$ cat config.mk
export PLATFORM = sky130hd
export DESIGN_NAME = delta_list_task_timer_queue
export DESIGN_NICKNAME = d
export VERILOG_FILES = /design/src/rtl/dltq_pkg.sv /design/src/rtl/dltq_datapath.sv /design/src/rtl/dltq_ctrl.sv /design/src/rtl/delta_list_task_timer_queue.sv
export SDC_FILE = /design/constraint.sdc
export NUM_CORES = 2
export LEC_CHECK = 0
export BUFFER_PORTS_ARGS = -buffer_cell sky130_fd_sc_hd__clkbuf_2
export CAP_MARGIN = 0
export CORE_ASPECT_RATIO = 0.5
export CORE_MARGIN = 2
export CORE_UTILIZATION = 50
export CTS_CLUSTER_DIAMETER = 100
export DETAILED_ROUTE_END_ITERATION = 16
export PLACE_DENSITY = 0.68
export SLEW_MARGIN = 20
export SYNTH_ARGS = -nofsm -noshare
export SYNTH_HDL_FRONTEND = slang
export SYNTH_SLANG_ARGS = --single-unit
$ cat constraint.sdc
create_clock -name aclk -period 12 [get_ports aclk]
set_clock_uncertainty 0.15 [all_clocks]
set_input_delay 1.8 -clock aclk [delete_from_list [all_inputs] [get_ports aclk]]
set_output_delay 1.8 -clock aclk [all_outputs]
set_load 0.02 [all_outputs]
$ cat src/rtl/dltq_pkg.sv
package dltq_pkg;

    localparam int MAX_ENTRIES = 16;
    localparam int ID_BITS = 8;

    typedef enum logic [2:0] {
        MODE_TICK     = 3'd0,
        MODE_ADD      = 3'd1,
        MODE_REMOVE   = 3'd2,
        MODE_DISPATCH = 3'd3,
        MODE_CLEAR    = 3'd4
    } mode_t;

    typedef enum logic [1:0] {
        ST_OK       = 2'd0,
        ST_FULL     = 2'd1,
        ST_NOTFOUND = 2'd2,
        ST_NONE     = 2'd3
    } status_t;

    typedef enum logic [3:0] {
        S_IDLE,
        S_DECIDE,
        S_INS_SCAN,
        S_INS_SHIFT,
        S_INS_WRITE,
        S_INS_FIX,
        S_REM_SCAN,
        S_REM_FIX,
        S_REM_SHIFT,
        S_REINSERT,
        S_DONE
    } state_t;

    typedef struct packed {
        logic load;
        logic tick_dec;
        logic tick_ready;
        logic clear;
        logic scan_start;
        logic scan_step;
        logic ins_shift;
        logic ins_write;
        logic ins_fix;
        logic rem_fix;
        logic rem_shift;
        logic reinsert_load;
        logic set_status;
        status_t status;
        logic set_ran;
    } dltq_cmd_t;

    typedef struct packed {
        logic [2:0] mode;
        logic empty;
        logic full;
        logic head_zero;
        logic head_ready;
        logic add_front;
        logic scan_end;
        logic scan_hit;
        logic shift_end;
        logic reinsert;
    } dltq_stat_t;

endpackage

$ cat src/rtl/dltq_datapath.sv
module dltq_datapath (
    input  logic                 aclk,
    input  logic                 aresetn,
    input  logic [2:0]           in_mode,
    input  logic [7:0]           in_task_id,
    input  logic [31:0]          in_delay,
    input  logic [31:0]          in_period,
    input  dltq_pkg::dltq_cmd_t  cmd,
    output dltq_pkg::dltq_stat_t stat,
    output logic [1:0]           out_status,
    output logic                 out_ran,
    output logic [7:0]           out_task_id,
    output logic [4:0]           out_task_count
);
    import dltq_pkg::*;

    localparam int IW = (MAX_ENTRIES > 1) ? $clog2(MAX_ENTRIES) : 1;
    localparam int CW = $clog2(MAX_ENTRIES + 1);

    logic [ID_BITS-1:0] id_mem [MAX_ENTRIES];
    logic [31:0]        delta_mem [MAX_ENTRIES];
    logic [31:0]        period_mem [MAX_ENTRIES];

    logic [CW-1:0]      count_reg;
    logic               ready_reg;
    logic [2:0]         mode_reg;
    logic [ID_BITS-1:0] id_reg;
    logic [31:0]        delay_reg;
    logic [31:0]        period_reg;
    logic [CW-1:0]      pos_reg;
    logic [32:0]        sum_reg;
    logic [32:0]        before_reg;
    logic [31:0]        nd_reg;
    logic [1:0]         status_reg;
    logic               ran_reg;
    logic [ID_BITS-1:0] hid_reg;

    logic [IW-1:0] pos_idx, posp_idx, posm_idx;
    logic [32:0]   sum_next;
    logic [32:0]   sat_sum;
    logic          add_hit;

    assign pos_idx  = pos_reg[IW-1:0];
    assign posp_idx = IW'(pos_reg + CW'(1));
    assign posm_idx = IW'(pos_reg - CW'(1));
    assign sum_next = sum_reg + {1'b0, delta_mem[pos_idx]};
    assign sat_sum  = {1'b0, delta_mem[posp_idx]} + {1'b0, delta_mem[pos_idx]};
    assign add_hit  = ((pos_reg == '0) && stat.add_front) || (sum_next > {1'b0, delay_reg});

    assign stat.mode      = mode_reg;
    assign stat.empty     = (count_reg == '0);
    assign stat.full      = (count_reg >= CW'(MAX_ENTRIES));
    assign stat.head_zero = (delta_mem[0] == 32'd0);
    assign stat.head_ready = ready_reg;
    assign stat.add_front = (count_reg == '0) || (delay_reg <= delta_mem[0]);
    assign stat.scan_end  = (pos_reg >= count_reg);
    assign stat.scan_hit  = (mode_reg == MODE_REMOVE) ? (id_mem[pos_idx] == id_reg)
                                                       : (sum_next > {1'b0, delay_reg});
    assign stat.shift_end = (mode_reg == MODE_ADD) ? (pos_reg == before_reg[CW-1:0])
                                                    : (pos_reg >= count_reg);
    assign stat.reinsert  = (period_reg != 32'd0);

    always_ff @(posedge aclk) begin
        if (!aresetn) begin
            count_reg <= '0;
            ready_reg <= 1'b0;
        end else begin
            if (cmd.clear) begin
                count_reg <= '0;
                ready_reg <= 1'b0;
            end
            if (cmd.tick_ready) ready_reg <= 1'b1;
            if (cmd.ins_write) begin
                count_reg <= count_reg + CW'(1);
                if (pos_reg == '0) ready_reg <= 1'b0;
            end
            if (cmd.rem_fix) begin
                count_reg <= count_reg - CW'(1);
                if (pos_reg == '0) ready_reg <= 1'b0;
            end
        end
    end

    always_ff @(posedge aclk) begin
        if (cmd.load) begin
            mode_reg   <= in_mode;
            id_reg     <= in_task_id[ID_BITS-1:0];
            delay_reg  <= in_delay;
            period_reg <= in_period;
            ran_reg    <= 1'b0;
            hid_reg    <= '0;
        end
        if (cmd.set_status) status_reg <= cmd.status;
        if (cmd.set_ran) begin
            ran_reg <= 1'b1;
            hid_reg <= id_mem[0];
            period_reg <= period_mem[0];
        end
        if (cmd.reinsert_load) begin
            mode_reg  <= MODE_ADD;
            id_reg    <= hid_reg;
            delay_reg <= period_reg;
        end
        if (cmd.tick_dec) delta_mem[0] <= delta_mem[0] - 32'd1;
        if (cmd.scan_start) begin
            pos_reg    <= '0;
            sum_reg    <= '0;
            before_reg <= '0;
        end
        if (cmd.scan_step) begin
            if (mode_reg == MODE_REMOVE) begin
                if (id_mem[pos_idx] != id_reg) pos_reg <= pos_reg + CW'(1);
            end else if (add_hit) begin
                // keep insert position in before_reg; latch target, start shift from tail
                nd_reg     <= 32'(33'(delay_reg) - before_reg);
                before_reg <= 33'(pos_reg);
                pos_reg    <= count_reg;
            end else if (pos_reg + CW'(1) >= count_reg) begin
                nd_reg     <= 32'(33'(delay_reg) - sum_next);
                before_reg <= 33'(count_reg);
                pos_reg    <= count_reg;
            end else begin
                before_reg <= sum_next;
                sum_reg    <= sum_next;
                pos_reg    <= pos_reg + CW'(1);
            end
        end
        if (cmd.ins_shift) begin
            id_mem[pos_idx]     <= id_mem[posm_idx];
            delta_mem[pos_idx]  <= delta_mem[posm_idx];
            period_mem[pos_idx] <= period_mem[posm_idx];
            pos_reg <= pos_reg - CW'(1);
        end
        if (cmd.ins_write) begin
            id_mem[pos_idx]     <= id_reg;
            delta_mem[pos_idx]  <= nd_reg;
            period_mem[pos_idx] <= period_reg;
        end
        if (cmd.ins_fix) begin
            if (pos_reg + CW'(1) < count_reg)
                delta_mem[posp_idx] <= (delta_mem[posp_idx] >= nd_reg) ?
                                       delta_mem[posp_idx] - nd_reg : 32'd0;
        end
        if (cmd.rem_fix) begin
            if (pos_reg + CW'(1) < count_reg)
                delta_mem[posp_idx] <= sat_sum[32] ? 32'hFFFF_FFFF : sat_sum[31:0];
        end
        if (cmd.rem_shift) begin
            id_mem[pos_idx]     <= id_mem[posp_idx];
            delta_mem[pos_idx]  <= delta_mem[posp_idx];
            period_mem[pos_idx] <= period_mem[posp_idx];
            pos_reg <= pos_reg + CW'(1);
        end
    end

    assign out_status     = status_reg;
    assign out_ran        = ran_reg;
    assign out_task_id    = 8'(hid_reg);
    assign out_task_count = 5'(count_reg);

endmodule

$ cat src/rtl/dltq_ctrl.sv
module dltq_ctrl (
    input  logic                 aclk,
    input  logic                 aresetn,
    input  logic                 in_fire,
    input  logic                 out_fire,
    input  dltq_pkg::dltq_stat_t stat,
    output dltq_pkg::dltq_cmd_t  cmd,
    output logic                 in_ready,
    output logic                 out_valid,
    output logic                 add_ok
);
    import dltq_pkg::*;

    state_t state_reg, state_next;
    logic   redisp_reg, redisp_next;

    always_ff @(posedge aclk) begin
        if (!aresetn) begin
            state_reg  <= S_IDLE;
            redisp_reg <= 1'b0;
        end else begin
            state_reg  <= state_next;
            redisp_reg <= redisp_next;
        end
    end

    always_comb begin
        state_next  = state_reg;
        redisp_next = redisp_reg;
        cmd         = '0;
        cmd.status  = ST_OK;
        in_ready    = 1'b0;
        out_valid   = 1'b0;
        add_ok      = 1'b0;
        unique case (state_reg)
            S_IDLE: begin
                in_ready = 1'b1;
                if (in_fire) begin
                    cmd.load    = 1'b1;
                    redisp_next = 1'b0;
                    state_next  = S_DECIDE;
                end
            end
            S_DECIDE: begin
                cmd.set_status = 1'b1;
                state_next     = S_DONE;
                priority case (stat.mode)
                    MODE_TICK: begin
                        if (stat.empty) cmd.status = ST_NONE;
                        else if (stat.head_zero) cmd.tick_ready = 1'b1;
                        else cmd.tick_dec = 1'b1;
                    end
                    MODE_ADD: begin
                        if (stat.full) begin
                            cmd.status = ST_FULL;
                        end else begin
                            cmd.scan_start = 1'b1;
                            add_ok = !redisp_reg;
                            state_next = S_INS_SCAN;
                        end
                    end
                    MODE_REMOVE: begin
                        cmd.scan_start = 1'b1;
                        state_next = S_REM_SCAN;
                    end
                    MODE_DISPATCH: begin
                        if (stat.empty || !stat.head_ready) begin
                            cmd.status = ST_NONE;
                        end else begin
                            cmd.set_ran = 1'b1;
                            cmd.scan_start = 1'b1;
                            state_next = S_REM_FIX;
                        end
                    end
                    MODE_CLEAR: cmd.clear = 1'b1;
                    default: ;
                endcase
            end
            S_INS_SCAN: begin
                if (stat.add_front) begin
                    cmd.scan_step = 1'b1;
                    state_next = S_INS_SHIFT;
                end else if (stat.scan_end) begin
                    state_next = S_INS_SHIFT;
                end else begin
                    cmd.scan_step = 1'b1;
                    if (stat.scan_hit) state_next = S_INS_SHIFT;
                end
            end
            S_INS_SHIFT: begin
                if (stat.shift_end) state_next = S_INS_WRITE;
                else cmd.ins_shift = 1'b1;
            end
            S_INS_WRITE: begin
                cmd.ins_write = 1'b1;
                state_next = S_INS_FIX;
            end
            S_INS_FIX: begin
                cmd.ins_fix = 1'b1;
                state_next = S_DONE;
            end
            S_REM_SCAN: begin
                if (stat.scan_end) begin
                    cmd.set_status = 1'b1;
                    cmd.status = ST_NOTFOUND;
                    state_next = S_DONE;
                end else if (stat.scan_hit) begin
                    state_next = S_REM_FIX;
                end else begin
                    cmd.scan_step = 1'b1;
                end
            end
            S_REM_FIX: begin
                cmd.rem_fix = 1'b1;
                state_next = S_REM_SHIFT;
            end
            S_REM_SHIFT: begin
                if (stat.shift_end) begin
                    state_next = (stat.mode == MODE_DISPATCH) ? S_REINSERT : S_DONE;
                end else begin
                    cmd.rem_shift = 1'b1;
                end
            end
            S_REINSERT: begin
                if (stat.reinsert) begin
                    cmd.reinsert_load = 1'b1;
                    redisp_next = 1'b1;
                    state_next = S_DECIDE;
                end else begin
                    state_next = S_DONE;
                end
            end
            S_DONE: begin
                out_valid = 1'b1;
                if (out_fire) state_next = S_IDLE;
            end
            default: state_next = S_IDLE;
        endcase
    end

endmodule

$ cat src/rtl/delta_list_task_timer_queue.sv
// Delta-list timer queue: one request item in, one status item out. One item
// is in work at a time and the result holds until taken. Tick, clear, an add
// to a full table and the unused modes go from the decide state straight to
// the result. Every table walk moves one entry per cycle, so an add, a remove
// or a dispatch takes longer the more entries are queued, and a periodic
// dispatch removes the head and then runs a full insert pass.
module delta_list_task_timer_queue (
    input  logic        aclk,
    input  logic        aresetn,
    input  logic        s_tvalid,
    output logic        s_tready,
    input  logic [79:0] s_tdata,   // mode[2:0], task_id[10:3], delay[42:11], period[74:43]
    output logic        m_tvalid,
    input  logic        m_tready,
    output logic [15:0] m_tdata    // status[1:0], ran[2], out_task_id[10:3], task_count[15:11]
);
    import dltq_pkg::*;

    dltq_cmd_t  cmd;
    dltq_stat_t stat;
    logic       in_fire, out_fire, add_ok;
    logic [1:0] st;
    logic       ran;
    logic [7:0] oid;
    logic [4:0] cnt;
    logic [7:0] add_id_reg;
    logic       add_ok_reg;

    assign in_fire  = s_tvalid && s_tready;
    assign out_fire = m_tvalid && m_tready;

    dltq_ctrl u_ctrl (
        .aclk, .aresetn, .in_fire, .out_fire, .stat, .cmd,
        .in_ready(s_tready), .out_valid(m_tvalid), .add_ok
    );

    dltq_datapath u_dp (
        .aclk, .aresetn,
        .in_mode(s_tdata[2:0]), .in_task_id(s_tdata[10:3]),
        .in_delay(s_tdata[42:11]), .in_period(s_tdata[74:43]),
        .cmd, .stat,
        .out_status(st), .out_ran(ran), .out_task_id(oid), .out_task_count(cnt)
    );

    always_ff @(posedge aclk) begin
        if (cmd.load) begin
            add_ok_reg <= 1'b0;
            add_id_reg <= 8'(s_tdata[3 +: ID_BITS]);
        end
        if (add_ok) add_ok_reg <= 1'b1;
    end

    assign m_tdata = {cnt, (add_ok_reg ? add_id_reg : oid), ran, st};

endmodule
Word level (Yosys, flattened, before mapping)
Memories as Yosys holds them, arrays and structs flattened. A register that Yosys moved wholly into a read port is not among the register bits.
Index checks and enable logic that the tools add are counted.
Storage, ports and cells
  bits in writable memories: 1152
  memories: 3
  bits of input ports: 84
  output and inout bits: 18
  flip-flop bits (word level): 209
  logic and storage cells: 216
Operators by class
  order comparisons: 7
  mux-type cells: 123
  reduce and logical (&&, ||, !) cells: 24
  add/subtract/negate cells: 10
  eq/ne operators: 24
  bitwise logic cells: 8
Memory list
  u_dp.delta_mem: depth 16, bits a word 32, read ports 4, clocked after memory_dff 1, wr ports 1, RTL line dltq_datapath.sv:21  | logic [31:0] delta_mem [MAX_ENTRIES];
  u_dp.period_mem: depth 16, bits a word 32, read ports 3, clocked after memory_dff 0, wr ports 1, RTL line dltq_datapath.sv:22  | logic [31:0] period_mem [MAX_ENTRIES];
  u_dp.id_mem: depth 16, bits a word 8, read ports 4, clocked after memory_dff 1, wr ports 1, RTL line dltq_datapath.sv:20  | logic [ID_BITS-1:0] id_mem [MAX_ENTRIES];
Operator list (number)
  32-bit two-way mux: 15
  33-bit two-way mux: 10
  32-bit subtractor: 3
  32-bit OR reduction: 2
  4-bit two-way mux: 15
  8-bit two-way mux: 7
  5-bit two-way mux: 11
  1-bit two-way mux: 52
  4-bit one-hot mux with 11 select lines: 1
  32-bit by 32-bit adder with 33-bit output: 1
  33-bit by 32-bit adder with 33-bit output: 1
  33-bit by 32-bit greater-than comparator with 1-bit output: 1
  32-bit greater-or-equal comparator: 1
  32-bit <= comparator: 1
  32-bit zero test: 1
  32-bit nonzero test: 1
  32-bit by 1-bit subtractor with 32-bit output (second input constant): 1
  4-bit by 3-bit equality test with 1-bit output (second input constant): 4
  4-bit equality test (second input constant): 3
  4-bit one-hot mux with 3 select lines: 1
  5-bit by 1-bit adder with 5-bit output (second input constant): 2
  5-bit greater-or-equal comparator: 2
  5-bit zero test: 2
  2-bit two-way mux: 5
  other kinds (30): 53

Logic depth before layout (Yosys ltp)
An unclocked memory read counts as a cell.
  word-level depth: 12
  gate-level depth with buffers: 47
  mapped depth without buffers: 37

By module
Synthesis repeated with hierarchy kept, for this count alone.
Second synthesis, totals
  cells, all modules: 5804
  area, all modules: 82738.1 µm²
Modules (own cells, without submodules)
  dltq_datapath: area an instance 81602.0 µm², times used 1, cells each 5681, seq. area each 39618.0 µm²
  dltq_ctrl: area an instance 711.9 µm², times used 1, cells each 100, seq. area each 100.1 µm²
  delta_list_task_timer_queue: area an instance 424.2 µm², times used 1, cells each 23, seq. area each 260.2 µm²

Worst setup path after synthesis
No wires, ideal clock.
  path kind: register to register
  start point: reg u_dp.pos_reg[0]
  end point: reg u_dp.nd_reg[31] (data pin)
  library setup time: 260 ps
  data required time: 11590 ps
  setup slack: 824 ps
  clock period less this slack: 11176 ps
  cell stages (with the launch flop): 46
  arrival time: 10766 ps
  path buffers: 11
  cells stage by stage: dfxtp_1 > buf_4 > buf_4 > buf_6 > buf_2 > buf_2 > clkbuf_1 > buf_1 > buf_2 > mux4_2 > mux4_2 > ha_1 > clkbuf_1 > o21a_1 > o21ai_0 > a31o_2 > or2_2 > o211a_1 > (+10 left out) > o31ai_1 > o211ai_1 > clkbuf_1 > buf_1 > nor2_1 > a21oi_1 > ha_1 > nor2b_1 > o31a_1 > o41a_1 > a221oi_2 > o31a_1 > o21ai_1 > o31ai_1 > o21ai_1 > or4_1 > a31oi_1 > xnor2_1
RTL lines
  from (decl): RTL line dltq_datapath.sv:30  | logic [CW-1:0] pos_reg;
  from (signal assigned): RTL line dltq_datapath.sv:112  | if (id_mem[pos_idx] != id_reg) pos_reg <= pos_reg + CW'(1);
  from (signal assigned): RTL line dltq_datapath.sv:117  | pos_reg <= count_reg;
  from (signal assigned): RTL line dltq_datapath.sv:121  | pos_reg <= count_reg;
  to (signal assigned): RTL line dltq_datapath.sv:115  | nd_reg <= 32'(33'(delay_reg) - before_reg);
  to (signal assigned): RTL line dltq_datapath.sv:119  | nd_reg <= 32'(33'(delay_reg) - sum_next);
  to (decl): RTL line dltq_datapath.sv:33  | logic [31:0] nd_reg;

==> results.yml <==
placement:
  portBuffers: 96
  dpl.hpwl_mm: 139
  gp_congestion: 0.936
floorplanning:
  die-area_um2: 156000
  initial_core_util: 0.503
  rows: 101
  die_x_um: 556
  boundaryPins: 102
  coreArea_um2: 152000
  dieHeight_um: 280
synthesis:
  synth_ff_type: "edfxtp_1"
  yosys_warnings: 0
  synthMuxAreaShare: 0.283
  ys_ff_latch: 1360
  yosys.area_share.simple: 0.0537
  avgSynthCellArea_um2: 15.8
  synth-compound-area-share: 0.0629
  synth_nets: 5112
  synth_top_family_by_area: "multiplexers"
  synth_edf_count: 1274
  yosys.area_share.adder: 0.0352
  yosysSeqAreaShare: 0.524
  synthCells: 4816
  synth_xor_area_frac: 0.0169
  synth-async-reset-ratio: 0
  synth_cell_types: 90
  synth_area_um2: 76200
setup_path:
  path_class: "register to register"
  critPathMaxStageDelay_ns: 0.71
  arrival_ns: 11.74
  cpMostUsedCell: "o21ai_0"
  critPathLaunchType: "register"
  required_ns: 12.35
  worst_setup_path_end_kind: "register"
  cp_max_fo: 50
  cp_slowest_cell: "dfxtp_4"
cts:
  clock-root-buffer: "clkbuf_16"
  htreeDepth: 4
  path_clk_slew_ns: 0.06
  cts_tree: "yes"
  clk_path_buf_depth: 3
  cts_buffers: 133
  numClockSinks: 1360
  post_cts_buffers: 0
  holdBufCountCts: 0
  post_cts_resized: 0
  clk_latency_ns: 0.80
layout:
  drive_above_1_share: 0.300
  layout_commonest_cell: "edfxtp_1"
  fin_nets: 5158
  reg_top3: "u_dp.delta_mem x512, u_dp.period_mem x512, u_dp.id_mem x128"
  diodes: 0
  final_cell_mix: "1274 x edfxtp_1, 901 x mux4_2, 384 x nand2_1"
  area_growth_pct: 10.3
  fillers: 11500
timing:
  maxSlewViolCount: 0
  fin_crit_sh: 0.948
  finalSetupViolations: 0
  fin_setup_tns_ns: 0
  hold_viol: 0
  rsz0062_at_grt: "no"
  worst_pin_slew_ns: 1.19
  max-slew-margin-rel: 0.204
  fmax_mhz: 87.9
  min_period_ns: 11.38
drt:
  vias_per_cell: 7.17
  routedWlPerCell_um: 32.2
  first_pass_iters: 6
  vias: 50000
  drt_wl_total_mm: 225
  drt_iter0_markers: 6914
  drc: 0
  ant_nets: 0
global_routing:
  overflow: 0
  antenna_found_initial: 3
  grt_pass1_vias: 48600
  grt_max_degree: 183
  grt_pass1_wl_mm: 327
  grt.total_usage: 0.288
min_path:
  hold_path_class: "register to register"
run_status:
  status: "complete, no violations"
job:
  drv_cap: 0
Yosys cell counts, drive strengths merged (76+ instances only):
cell type	instances	share of area
a21oi	156	0.010
a31oi	76	0.0062
buf	118	0.0075
clkbuf	185	0.0091
dfxtp	86	0.023
edfxtp	1274	0.50
ha	208	0.034
inv	152	0.0075
mux4	901	0.27
nand2	388	0.019
nor2	203	0.010
o21ai	134	0.0088
xnor2	117	0.014
critical path: cells and delay by family, from the launching register on:
family | cells | cell delay [ns]
flip-flops | 1 | 0.71
buffers and inverters | 4 | 0.83
adder cells (fa/ha/maj) | 4 | 1.42
AO/OA/AOI/OAI | 21 | 5.83
multiplexers | 2 | 1.04
XOR/XNOR | 2 | 0.45
AND/OR/NAND/NOR | 4 | 0.59
final timing paths:
kind / slack, ns / start / depth (start not counted) / to
hold / removal: 0.29 / u_dp.out_ran / 2 / u_dp.out_ran
setup reg to reg: 0.62 / u_dp.pos_reg[0] / 37 / u_dp.nd_reg[30]
setup / recovery: 0.62 / u_dp.pos_reg[0] / 37 / u_dp.nd_reg[30]
hold reg to reg: 0.29 / u_dp.out_ran / 2 / u_dp.out_ran
per-stage QoR:
| stage | setup WS, ns | util | cell area (um^2) | std cells | hold WS [ns] |
|---|---|---|---|---|---|
| 2_1_floorplan | 0.824 | - | 76200 | 4816 | 0.268 |
| 3_3_place_gp | 1.02 | 0.523 | 79300 | 6725 | 0.279 |
| 3_5_place_dp | 0.898 | 0.524 | 79300 | 6727 | 0.283 |
| 4_1_cts | 0.822 | 0.553 | 83700 | 6969 | 0.298 |
| 5_1_grt | 0.110 | 0.555 | 84100 | 6977 | 0.309 |
| 6_report | 0.619 | 0.555 | 84100 | 6977 | 0.294 |
metal layers:
metal,wire [um],global-route usage,up-vias
met3,26700,0.0627,484
met5,16,0,-
li1,-,-,20100
met2,103000,0.438,3428
met4,8030,0.102,2
met1,87000,0.413,26000
kinds of logic (layout without fill, tap and decap cells):
kind of cell,Yosys count,in the layout
buf+inv,458,611
compound gates,720,720
mux,1020,1020
simple gates,900,900
fa+ha+maj,212,212
xor+xnor,146,146
flops,1360,1360
layout make-up:
| type | count | area, um^2 | area share |
|---|---|---|---|
| sequential | 1360 | 40000 | 0.475 |
| timing repair buffer | 214 | 1640 | 0.0195 |
| clock buffer | 164 | 3540 | 0.0420 |
| tap | 2008 | 2510 | 0.0299 |
| multi-input combinational | 2998 | 35000 | 0.416 |
| inverter | 155 | 587 | 0.00698 |
| clock inverter | 78 | 861 | 0.0102 |
Power is not shown: default switching activity piles up to over one toggle a cycle in this logic, so the estimate is an artifact.
